==> src/hw/rtl/cmrf_pkg.sv <==
// Shared types and constants for the causal median run feature block.
// No dependencies; used by every module in hw/rtl.
package cmrf_pkg;

  localparam int DUR_W      = 20;  // duration and window entries
  localparam int ARG_W      = 21;  // log argument (twice a duration)
  localparam int LOG_W      = 21;  // log2 in Q.16, integer part up to 20
  localparam int LM_W       = 17;  // log_to_median
  localparam int SGN_W      = 14;  // mark_sign
  localparam int RAT_W      = 15;  // ratio_prev and ratio_next
  localparam int LIM_W      = 14;  // ratio_limit register
  localparam int WINDOW_DEF = 31;

  localparam logic [DUR_W-1:0] DUR_FLOOR    = 20'd16;
  localparam logic [DUR_W-1:0] FALLBACK_RST = 20'd1600;
  localparam logic [LIM_W-1:0] LIMIT_RST    = 14'd12288;
  localparam logic [23:0]      LN2_Q24      = 24'd11629080;
  localparam logic [SGN_W-1:0] SIGN_POS     = 14'h1000;
  localparam logic [SGN_W-1:0] SIGN_NEG     = 14'h3000;

  typedef enum logic {
    OP_PUSH  = 1'b0,
    OP_FLUSH = 1'b1
  } op_e;

  typedef enum logic {
    CFG_FALLBACK = 1'b0,
    CFG_LIMIT    = 1'b1
  } cfg_idx_e;

  // Controls broadcast from the sequencer to every window cell.
  typedef struct packed {
    logic shift;  // take the neighbor's stored value
    logic load;   // copy own value into the circulating slot, clear rank
    logic step;   // pass the circulating slot on and update rank
  } cell_ctrl_t;

endpackage

==> src/hw/rtl/cmrf_cell.sv <==
// One window cell: a stored mark duration, a circulating slot and a rank counter.
// Depends on cmrf_pkg.
module cmrf_cell import cmrf_pkg::*; #(
  parameter int WINDOW = WINDOW_DEF,
  parameter int IDX    = 0,
  localparam int CW = $clog2(WINDOW + 1),
  localparam int IW = (WINDOW > 1) ? $clog2(WINDOW) : 1
) (
  input  logic             clk_i,
  input  cell_ctrl_t       ctrl_i,
  input  logic [CW-1:0]    cnt_i,
  input  logic [CW-1:0]    k_hi_i,
  input  logic [CW-1:0]    k_lo_i,
  input  logic [DUR_W-1:0] val_i,
  output logic [DUR_W-1:0] val_o,
  input  logic [DUR_W-1:0] circ_val_i,
  input  logic [IW-1:0]    circ_idx_i,
  output logic [DUR_W-1:0] circ_val_o,
  output logic [IW-1:0]    circ_idx_o,
  output logic [DUR_W-1:0] hi_o,
  output logic [DUR_W-1:0] lo_o
);

  localparam logic [IW-1:0] MY_IDX = IW'(IDX);

  logic [DUR_W-1:0] val_q, circ_val_q;
  logic [IW-1:0]    circ_idx_q, rank_q;
  logic             circ_vld, mine_vld, below;

  assign circ_vld = CW'(circ_idx_q) < cnt_i;
  assign mine_vld = CW'(MY_IDX) < cnt_i;
  // Equal values are ordered by cell position so that ranks are unique.
  assign below = circ_vld &&
                 ((circ_val_q < val_q) || ((circ_val_q == val_q) && (circ_idx_q < MY_IDX)));

  always_ff @(posedge clk_i) begin
    if (ctrl_i.shift) begin
      val_q <= val_i;
    end
    if (ctrl_i.load) begin
      circ_val_q <= val_q;
      circ_idx_q <= MY_IDX;
      rank_q     <= '0;
    end else if (ctrl_i.step) begin
      circ_val_q <= circ_val_i;
      circ_idx_q <= circ_idx_i;
      if (below) begin
        rank_q <= rank_q + IW'(1);
      end
    end
  end

  assign val_o      = val_q;
  assign circ_val_o = circ_val_q;
  assign circ_idx_o = circ_idx_q;
  assign hi_o = (mine_vld && (CW'(rank_q) == k_hi_i)) ? val_q : '0;
  assign lo_o = (mine_vld && (CW'(rank_q) == k_lo_i)) ? val_q : '0;

endmodule

==> config.mk <==
export PLATFORM = sky130hd
export DESIGN_NAME = cmrf_cell
export DESIGN_NICKNAME = d
export VERILOG_FILES = /design/src/hw/rtl/cmrf_pkg.sv /design/src/hw/rtl/cmrf_cell.sv
export SDC_FILE = /design/constraint.sdc
export NUM_CORES = 1
export LEC_CHECK = 0
export ABC_AREA = 1
export BUFFER_PORTS_ARGS = -buffer_cell sky130_fd_sc_hd__buf_2
export CAP_MARGIN = 20
export CORE_ASPECT_RATIO = 1.2
export CORE_MARGIN = 5
export CORE_UTILIZATION = 40
export CTS_BUF_LIST = sky130_fd_sc_hd__clkbuf_8 sky130_fd_sc_hd__clkbuf_16
export CTS_CLUSTER_DIAMETER = 150
export DETAILED_ROUTE_END_ITERATION = 10
export PLACE_DENSITY = 0.74
export SYNTH_ARGS = -nofsm -noshare
export SYNTH_HDL_FRONTEND = slang
export SYNTH_SLANG_ARGS = --single-unit
export TNS_END_PERCENT = 1
==> constraint.sdc <==
create_clock -name clk_i -period 1.53 [get_ports clk_i]
set_clock_uncertainty 0.1 [all_clocks]
set_input_delay 0.306 -clock clk_i [delete_from_list [all_inputs] [get_ports clk_i]]
set_output_delay 0.306 -clock clk_i [all_outputs]
set_load 0.02 [all_outputs]
==> reports/summary.txt <==
outcome: finished with violations
failing checks: negative setup slack
die area: 0.008910 mm²
Layout area overhead: 55.96%
reg2reg setup slack: -0.32 ns
Core Box Area: 0.006895 mm²
VDD IR-drop max: 391.1 µV
Max-slew headroom: 82.65%
commonest non-fill, non-tap cell in the layout: buf_2
Hold Vio Cnt, Final: 0
Critical Path Fanout Max: 20
drt first pass iters: 4
Synth Cell Area: 0.002846 mm²
WL/cell: 14.11 µm
vias in the first global route: 2708
Comb power frac: 29.0%
Post-CTS Hold Buffers: 0
Synth Warn #: 0
max incr delay on CP: 0.35 ns
H-tree Lvls: 2
CP endpoint kind: primary output
Initial Utilization: 41.28%
initial antenna violation count: 0
DRT Wirelength: 8.381 mm
Crit Path Category: reg2out
clk root buf: clkbuf_8
clock group share of total power: 23.8%
postcts setup bufs: 0
nets: 594
Max stage delay cell, worst path: dfxtp_2
WP data required: 1.12 ns
f_max: 468.9 MHz
sw power: 1.094 mW
fin crit share: 139.4%
largest family of logic cells by synthesized area: simple AND/OR/NAND/NOR gates
largest cells by area after synthesis: edfxtp_1 42%, ha_1 11%, nand2_1 8.3%
Sw Ratio: 30.90%
commonest cells after routing, fill and taps aside: 108 x buf_2, 61 x nand2_1, 57 x buf_4
Longest Clk Path Bufs: 2
routed vias/inst: 4.650
hold worst-path end: val_o[6]
Die Y: 102.4 µm
Die Wd: 87.01 µm
worst slew pin tran: 0.2582 ns
diode count: 0
Compound-Gate Fraction of Synth Area: 6.945%
RR Endpoint: rank_q[4]
#FFs+latches synth: 50
first-pass GRT wire length: 12.56 mm
crit path cell chain: xor2_1 > nor4_2 > nand3_2 > buf_12 > nor2_2 > buf_6
sequential share of the synthesized area: 49.23%
CTS Sinks: 50
Hold Crit Class: in2reg
placed cells: 586
Mapped Cells: 321
via count: 2762
Clock Pin Slew Worst Setup and Hold Paths: 0.09 ns
XOR/XNOR share of the synthesized area: 3.077%
Synth top area share: 42.20%
final routed DRC violation total: 0
gr ovfl total: 0
hold depth: 1
FF-to-FF Start: val_o[15]
worst path bufs/invs: 2
HP Start: val_i[6]
total power: 3.541 mW
post-synth top area cell: edfxtp_1
IO buf count: 148
Synth Area in Simple Gates: 22.15%
row count: 33
DRT iter0 DRCs: 103
RSZ-0062 raised after global routing: true
cell area power density: 797.7 mW/mm²
Setup WS post-layout: -0.6026 ns
Synth Area in Adders: 10.55%
num ports: 149
Synth Area per Inst: 8.868 µm²
clk_lat worst skew: 0.30 ns
Final ANT Viol Nets: 0
Tmin final: 2.133 ns
Synth cell types: 24
Max Cap Violations: 0
Tot GR Track Use: 18.09%
sequential power share: 47.2%
TritonCTS clock tree: yes
Worst setup SP type: register
largest net degree at the start of global routing: 32
Leakage: 2.269 nW
CTS Buf Count: 5
worst path arrival time: 1.73 ns
post-synthesis mux area share: 0%
DP HPWL: 6.481 mm
setup violators final: 45
CP delay by family, top: simple AND/OR/NAND/NOR gates
Final GP Congestion: 0.7956
Reg2Reg Depth: 10
syn nets: 409
Int Power: 2.447 mW
Layout Cells excl Fill: 594
share of layout cells above drive strength 1: 52.27%
count of pins over their slew limit: 0
[kinds of logic after synthesis]
group | Yosys count
AND/OR/NAND/NOR | 142
flip-flops | 50
adder cells (fa/ha/maj) | 24
AO/OA/AOI/OAI | 39
buffers and inverters | 56
XOR/XNOR | 10
[what timing repair did]
action	4_1_cts	5_1_grt
gates resized for setup	54	26
hold endpoints to repair	0	0
endpoints found under the setup margin	45	45
pin swaps	4	2
cloned	0	0
[sequential cells by signal (all words and copies together) (netlist names)]
name        cells
circ_idx_o      5
circ_val_o     20
rank_q          5
val_o          20
[power by group through the flow]
stage / clock [mW] / sequential [mW] / combinational (mW)
2_1_floorplan: 0 / 1.82 / 0.427
3_3_place_gp: 0 / 1.69 / 0.970
3_5_place_dp: 0 / 1.70 / 0.993
4_1_cts: 0.871 / 1.67 / 1.02
5_1_grt: 0.923 / 1.68 / 1.13
6_report: 0.844 / 1.67 / 1.03
[worst register-to-register path: cells and delay by family (launching register included)]
family / cells / cell delay (ns)
compound gates: 2 / 0.32
simple gates: 6 / 0.63
buf+inv: 1 / 0.10
flops: 1 / 0.41
fa+ha+maj: 1 / 0.20
[layer usage]
metal	share of wire [%]	track usage, %
met5	0	0
met4	1.0	4.796
met3	5.7	2.500
met2	56	35.71
met1	37	19.85
[stage by stage]
step | util (%) | hold slack, ns | TNS, ns | setup slack [ns] | area (µm²)
global placement | 59.55 | 0.3771 | -12.22 | -0.2954 | 4106
global route | 64.38 | 0.05550 | -27.02 | -0.6688 | 4439
detailed placement | 59.55 | 0.3842 | -13.75 | -0.3413 | 4106
CTS | 63.07 | 0.06331 | -24.01 | -0.5984 | 4349
finish | 64.38 | 0.07472 | -22.92 | -0.6026 | 4439
floorplan | - | 0.3049 | -8.693 | -0.2774 | 2947
[cell usage after synthesis, drive strengths merged]
| cell | instances |
|---|---|
| a21oi | 12 |
| edfxtp | 40 |
| nor3 | 3 |
| a21o | 1 |
| ha | 24 |
| nand3 | 10 |
| xnor2 | 3 |
| dfxtp | 10 |
| nor2 | 63 |
| nand2 | 63 |
| clkbuf | 5 |
| xor2 | 7 |
| o21ai | 26 |
| nor4 | 1 |
| inv | 45 |
| nand4 | 2 |
| buf | 6 |
[worst max path at each step]
stage / from / end / depth (start not counted)
after floorplan: val_o[11] / rank_q[0] / 11
after global placement: val_o[19] / rank_q[2] / 12
after detailed placement: k_lo_i[0] / lo_o[0] / 7
after CTS: rank_q[2] / lo_o[0] / 6
after global routing: rank_q[2] / lo_o[17] / 6
final: rank_q[2] / lo_o[17] / 6
[layout make-up]
| class | instances | area (µm²) |
|---|---|---|
| clock buffer | 6 | 93.84 |
| clock inverter | 2 | 7.507 |
| fill | 566 | 2456 |
| inverter | 45 | 168.9 |
| multi-input combinational | 215 | 1374 |
| sequential | 50 | 1404 |
| tap | 87 | 108.9 |
| timing repair buffer | 189 | 1282 |
Power figures use the tool's default switching activity.
