[src/hw/rtl/cmrf_pkg.sv]
// Shared types and constants for the causal median run feature block.
// No dependencies; used by every module in hw/rtl.
package cmrf_pkg;

  localparam int DUR_W      = 20;  // duration and window entries
  localparam int ARG_W      = 21;  // log argument (twice a duration)
  localparam int LOG_W      = 21;  // log2 in Q.16, integer part up to 20
  localparam int LM_W       = 17;  // log_to_median
  localparam int SGN_W      = 14;  // mark_sign
  localparam int RAT_W      = 15;  // ratio_prev and ratio_next
  localparam int LIM_W      = 14;  // ratio_limit register
  localparam int WINDOW_DEF = 31;

  localparam logic [DUR_W-1:0] DUR_FLOOR    = 20'd16;
  localparam logic [DUR_W-1:0] FALLBACK_RST = 20'd1600;
  localparam logic [LIM_W-1:0] LIMIT_RST    = 14'd12288;
  localparam logic [23:0]      LN2_Q24      = 24'd11629080;
  localparam logic [SGN_W-1:0] SIGN_POS     = 14'h1000;
  localparam logic [SGN_W-1:0] SIGN_NEG     = 14'h3000;

  typedef enum logic {
    OP_PUSH  = 1'b0,
    OP_FLUSH = 1'b1
  } op_e;

  typedef enum logic {
    CFG_FALLBACK = 1'b0,
    CFG_LIMIT    = 1'b1
  } cfg_idx_e;

  // Controls broadcast from the sequencer to every window cell.
  typedef struct packed {
    logic shift;  // take the neighbor's stored value
    logic load;   // copy own value into the circulating slot, clear rank
    logic step;   // pass the circulating slot on and update rank
  } cell_ctrl_t;

endpackage

[src/hw/rtl/cmrf_log2.sv]
// Sequential log2 unit: Q.16 result, one mantissa squaring per cycle.
// Depends on cmrf_pkg.
module cmrf_log2 import cmrf_pkg::*; (
  input  logic             clk_i,
  input  logic             rst_ni,
  input  logic             start_i,
  input  logic [ARG_W-1:0] arg_i,
  output logic             busy_o,
  output logic [LOG_W-1:0] log_o
);

  logic        busy_q, busy_d;
  logic [3:0]  it_q, it_d;
  logic [31:0] y_q, y_d;
  logic [4:0]  n_q, n_d;
  logic [15:0] frac_q, frac_d;
  logic [4:0]  n_new;
  logic [63:0] sq;
  logic [32:0] t;

  always_comb begin
    n_new = 5'd0;
    for (int b = 0; b < ARG_W; b++) begin
      if (arg_i[b]) begin
        n_new = 5'(b);
      end
    end
  end

  assign sq = 64'(y_q) * 64'(y_q);
  assign t  = sq[63:31];

  always_comb begin
    busy_d = busy_q;
    it_d   = it_q;
    y_d    = y_q;
    n_d    = n_q;
    frac_d = frac_q;
    if (start_i) begin
      busy_d = 1'b1;
      it_d   = 4'd0;
      n_d    = n_new;
      y_d    = 32'(arg_i) << (5'd31 - n_new);
      frac_d = 16'd0;
    end else if (busy_q) begin
      if (t[32]) begin
        y_d    = t[32:1];
        frac_d = {frac_q[14:0], 1'b1};
      end else begin
        y_d    = t[31:0];
        frac_d = {frac_q[14:0], 1'b0};
      end
      it_d = it_q + 4'd1;
      if (it_q == 4'd15) begin
        busy_d = 1'b0;
      end
    end
  end

  always_ff @(posedge clk_i or negedge rst_ni) begin
    if (!rst_ni) begin
      busy_q <= 1'b0;
      it_q   <= 4'd0;
    end else begin
      busy_q <= busy_d;
      it_q   <= it_d;
    end
  end

  always_ff @(posedge clk_i) begin
    y_q    <= y_d;
    n_q    <= n_d;
    frac_q <= frac_d;
  end

  assign busy_o = busy_q;
  assign log_o  = {n_q, frac_q};

endmodule

[config.mk]
export PLATFORM = sky130hd
export DESIGN_NAME = cmrf_log2
export DESIGN_NICKNAME = d
export VERILOG_FILES = /design/src/hw/rtl/cmrf_pkg.sv /design/src/hw/rtl/cmrf_log2.sv
export SDC_FILE = /design/constraint.sdc
export NUM_CORES = 2
export LEC_CHECK = 0
export BUFFER_PORTS_ARGS = -buffer_cell sky130_fd_sc_hd__buf_2
export CAP_MARGIN = 5
export CORE_MARGIN = 2
export CORE_UTILIZATION = 40
export DETAILED_ROUTE_END_ITERATION = 8
export SLEW_MARGIN = 5
export SYNTH_ARGS = -nofsm -noshare
export SYNTH_HDL_FRONTEND = slang
export SYNTH_SLANG_ARGS = --single-unit
export TNS_END_PERCENT = 100
[constraint.sdc]
create_clock -name clk_i -period 9.5 [get_ports clk_i]
set_clock_uncertainty 0.05 [all_clocks]
set_input_delay 1.9 -clock clk_i [delete_from_list [all_inputs] [get_ports clk_i]]
set_output_delay 1.9 -clock clk_i [all_outputs]
set_load 0.01 [all_outputs]
==> summary.md <==
| Metric | Value |
|---|---|
| Initial Utilization | 0.4054 |
| Maximum number of pins on one net before global-route repair | 66 |
| Remaining number of nets flagged by the antenna check after routing | 0 |
| CP max FO | 14 |
| Min Hold Slack | 0.4536 ns |
| Worst Reg-to-Reg Cells | 26 |
| Normalized max-slew margin | 0.2747 |
| Vias | 22960 |
| NumNets Final | 4631 |
| Per-instance average area after synthesis | 9.268 um2 |
| Std-Cell Core Area | 0.08068 mm2 |
| Commonest non-fill, non-tap cell in the layout | inv_1 |
| Post-synth cell types | 81 |
| Clock Sink Count | 58 |
| Met1 Usage GRT | 0.2868 |
| Clock-pin slew on the worst setup and hold paths | 0.06 ns |
| Maximum level of the CTS H-tree | 3 |
| Max Transition Viols Final | 0 |
| Number of antenna violations at the first check in global routing | 5 |
| Util after Layout | 0.4294 |
| Path type of the worst setup path | reg -> reg |
| Area added between synthesis and finish | 5.930% |
| Slew at the pin with the worst max-slew slack | 1.088 ns |
| Clock tree from TritonCTS | done |
| Wirelength per Cell | 18.65 um |
| Busiest grt layer | met2 |
| Class of the most critical hold timing path | reg -> reg |
| Standard-cell rows | 104 |
| Area of the mapped netlist | 0.03271 mm2 |
| Critical path launch point type | register |
| Launch point of the worst hold path | frac_q[15]$_SDFFE_PP0P_ |
| CP endpoint kind | register |
| Number of gates given a new drive strength after cts | 0 |
| Hold Path End | frac_q[15]$_SDFFE_PP0P_ |
| Final setup violating endpoints | 0 |
| Number of CTS-inserted buffers | 9 |
| Worst endpoint data arrival time | 9.19 ns |
| Global routing usage summed across all routing layers | 0.2104 |
| Max-Cap Viols | 0 |
| Commonest cells after routing, fill and taps aside | 987 x inv_1, 791 x fa_1, 329 x nand2_1 |
| Fraction of the yosys area taken by sequential cells | 0.04759 |
| Synth top area cells | fa_1 48%, ha_1 11%, inv_1 11% |
| Post-detailed-placement half-perimeter wirelength | 71.69 mm |
| Clock period minus final worst setup slack | 9.141 ns |
| RePlAce Congestion | 0.8889 |
| Reg2Reg Launch Point | y_q[17]$_DFFE_PP_ |
| Flip-flop and latch count after synthesis | 58 |
| Most used flip-flop cell after synthesis | edfxtp_1 |
| Setup repair after global routing missed its margin | false |
| Number of warning messages in the yosys log | 0 |
| Post-synthesis cell type with the largest combined area | fa_1 |
| Routed WL | 85.52 mm |
| Post-Synthesis Net Count | 4641 |
| Detailed-route vias per instance | 5.007 |
| DRT iter0 DRCs | 1364 |
| Count of cells along the worst hold path | 2 |
| Root buffer cell | clkbuf_16 |
| Worst-skew pair later-pin latency | 0.33 ns |
| Post-synthesis cell count | 3529 |
| Die area | 0.08407 mm2 |
| Data required time of the worst path | 9.55 ns |
| Via count of the first global-routing pass | 25070 |
| Horizontal die dimension | 289.9 um |
| Setup slack of the worst register-to-register path | 0.36 ns |
| Number of flops mapped to enable cells by yosys | 37 |
| Remaining global-route overflow | 0 |
| Share of Yosys cell area claimed by the top area cell type | 0.4842 |
| Number of buffers on the longest clock path | 2 |
| Fmax achieved | 0.1094 GHz |
| Router iterations before antenna repair | 6 |
| Count of input and output buffers | 45 |
| Portion of the clock cycle consumed by the worst path in the final layout | 0.9622 |
| Synth async-reset ratio | 0.08621 |
| Fraction of layout instances using a drive strength above 1 | 0.05136 |
| Post-place instance area | 0.03426 mm2 |
| Non-Filler Cell Area, Final | 0.03465 mm2 |
| GR met2 Demand/Resource | 0.3657 |
| Residual DRC count | 0 |
| Global-route track usage on met3 | 0.01884 |
| Result of the run | completed |
| Final Hold Fails | 0 |
| Wire length of the first global-routing pass | 139.2 mm |
| Worst reg2reg path endpoint | y_q[21]$_DFFE_PP_ |
| Die span in y | 289.9 um |
| Sum of negative setup slack | 0 ns |
| Boundary Pins | 46 |
[state kept, by name, summed over array words and instances (netlist names)]
signal	flops
busy_o	1
it_q	4
frac_q	16
y_q	32
n_q	5
[worst max-delay path, cell delays in order, from the launching register on]
cell      delay [ns]
edfxtp_1        1.06
buf_4           0.34
and2_1          0.21
ha_1            0.26
xor2_1          0.20
fa_1            0.55
inv_1           0.06
fa_1            0.48
fa_1            0.60
fa_1            0.45
fa_1            0.46
fa_1            0.49
inv_1           0.05
fa_1            0.48
inv_1           0.04
ha_1            0.40
a21oi_1         0.22
o21ai_0         0.17
a22oi_2         0.19
a21oi_1         0.14
a221o_1         0.39
and3_1          0.21
a211o_1         0.30
nor2_2          0.28
buf_4           0.25
nor2_1          0.09
a221oi_1        0.45
[Yosys cell counts (19+ instances only)]
master	n
fa_1	791
nand2_1	329
edfxtp_1	37
clkbuf_1	120
mux2i_1	55
a21o_1	28
nor2_1	119
ha_1	297
nor3_1	22
nand3_1	19
xor2_1	38
o21ai_0	48
a21oi_1	88
and2_1	227
xnor2_1	41
nand4_1	21
o211ai_1	19
inv_1	987
[worst max path at each step]
stage | to | slack [ns] | cells past startpoint | startpoint
detailed placement | y_q[28]$_DFFE_PP_ | 0.46 | 24 | y_q[13]$_DFFE_PP_
floorplan | y_q[25]$_DFFE_PP_ | 1.50 | 29 | y_q[14]$_DFFE_PP_
finish | y_q[21]$_DFFE_PP_ | 0.36 | 26 | y_q[17]$_DFFE_PP_
global placement | y_q[21]$_DFFE_PP_ | 0.51 | 28 | y_q[13]$_DFFE_PP_
global route | y_q[28]$_DFFE_PP_ | 0.001 | 24 | y_q[14]$_DFFE_PP_
CTS | y_q[28]$_DFFE_PP_ | 0.41 | 24 | y_q[13]$_DFFE_PP_
[cells by family (layout without fill, tap and decap cells)]
| kind of cell | Yosys count | in the layout | synth area share |
|---|---|---|---|
| XOR/XNOR | 79 | 79 | 0.02116 |
| buffers and inverters | 1133 | 1128 | 0.1317 |
| AND/OR/NAND/NOR | 794 | 794 | 0.1166 |
| adder cells (fa/ha/maj) | 1088 | 1088 | 0.5978 |
| flip-flops | 58 | 58 | 0.04759 |
| AO/OA/AOI/OAI | 315 | 315 | 0.06595 |
| other | 0 | 1 | 0 |
| multiplexers | 62 | 62 | 0.01924 |
[metal layers]
| metal | vias to the layer above | share of wire |
|---|---|---|
| met3 | 98 | 0.049 |
| met2 | 572 | 0.50 |
| met5 | - | 0.00013 |
| li1 | 10520 | - |
| met4 | 2 | 0.026 |
| met1 | 11770 | 0.43 |
[cell type report]
type / instances / area (um2)
fillers: 8034 / 46030
multi-input cells: 2338 / 26840
inverters: 990 / 3716
flip-flops and latches: 58 / 1556
well taps: 1060 / 1326
repair buffers: 122 / 890.9
clock buffers: 10 / 229.0
clock inverters: 6 / 81.33
diodes: 1 / 2.502
[per-stage QoR]
stage	instances	worst slack, ns
6_report	4585	0.3589
5_1_grt	4585	0.001471
4_1_cts	4577	0.4068
3_5_place_dp	4561	0.4567
3_3_place_gp	4561	0.5104
2_1_floorplan	3529	1.497
[what timing repair did]
item	4_1_cts	5_1_grt
endpoints found under the setup margin	0	1
hold buffers	0	0
setup buffers	0	7
Power is not shown: default switching activity piles up to over one toggle a cycle in this logic, so the estimate is an artifact.
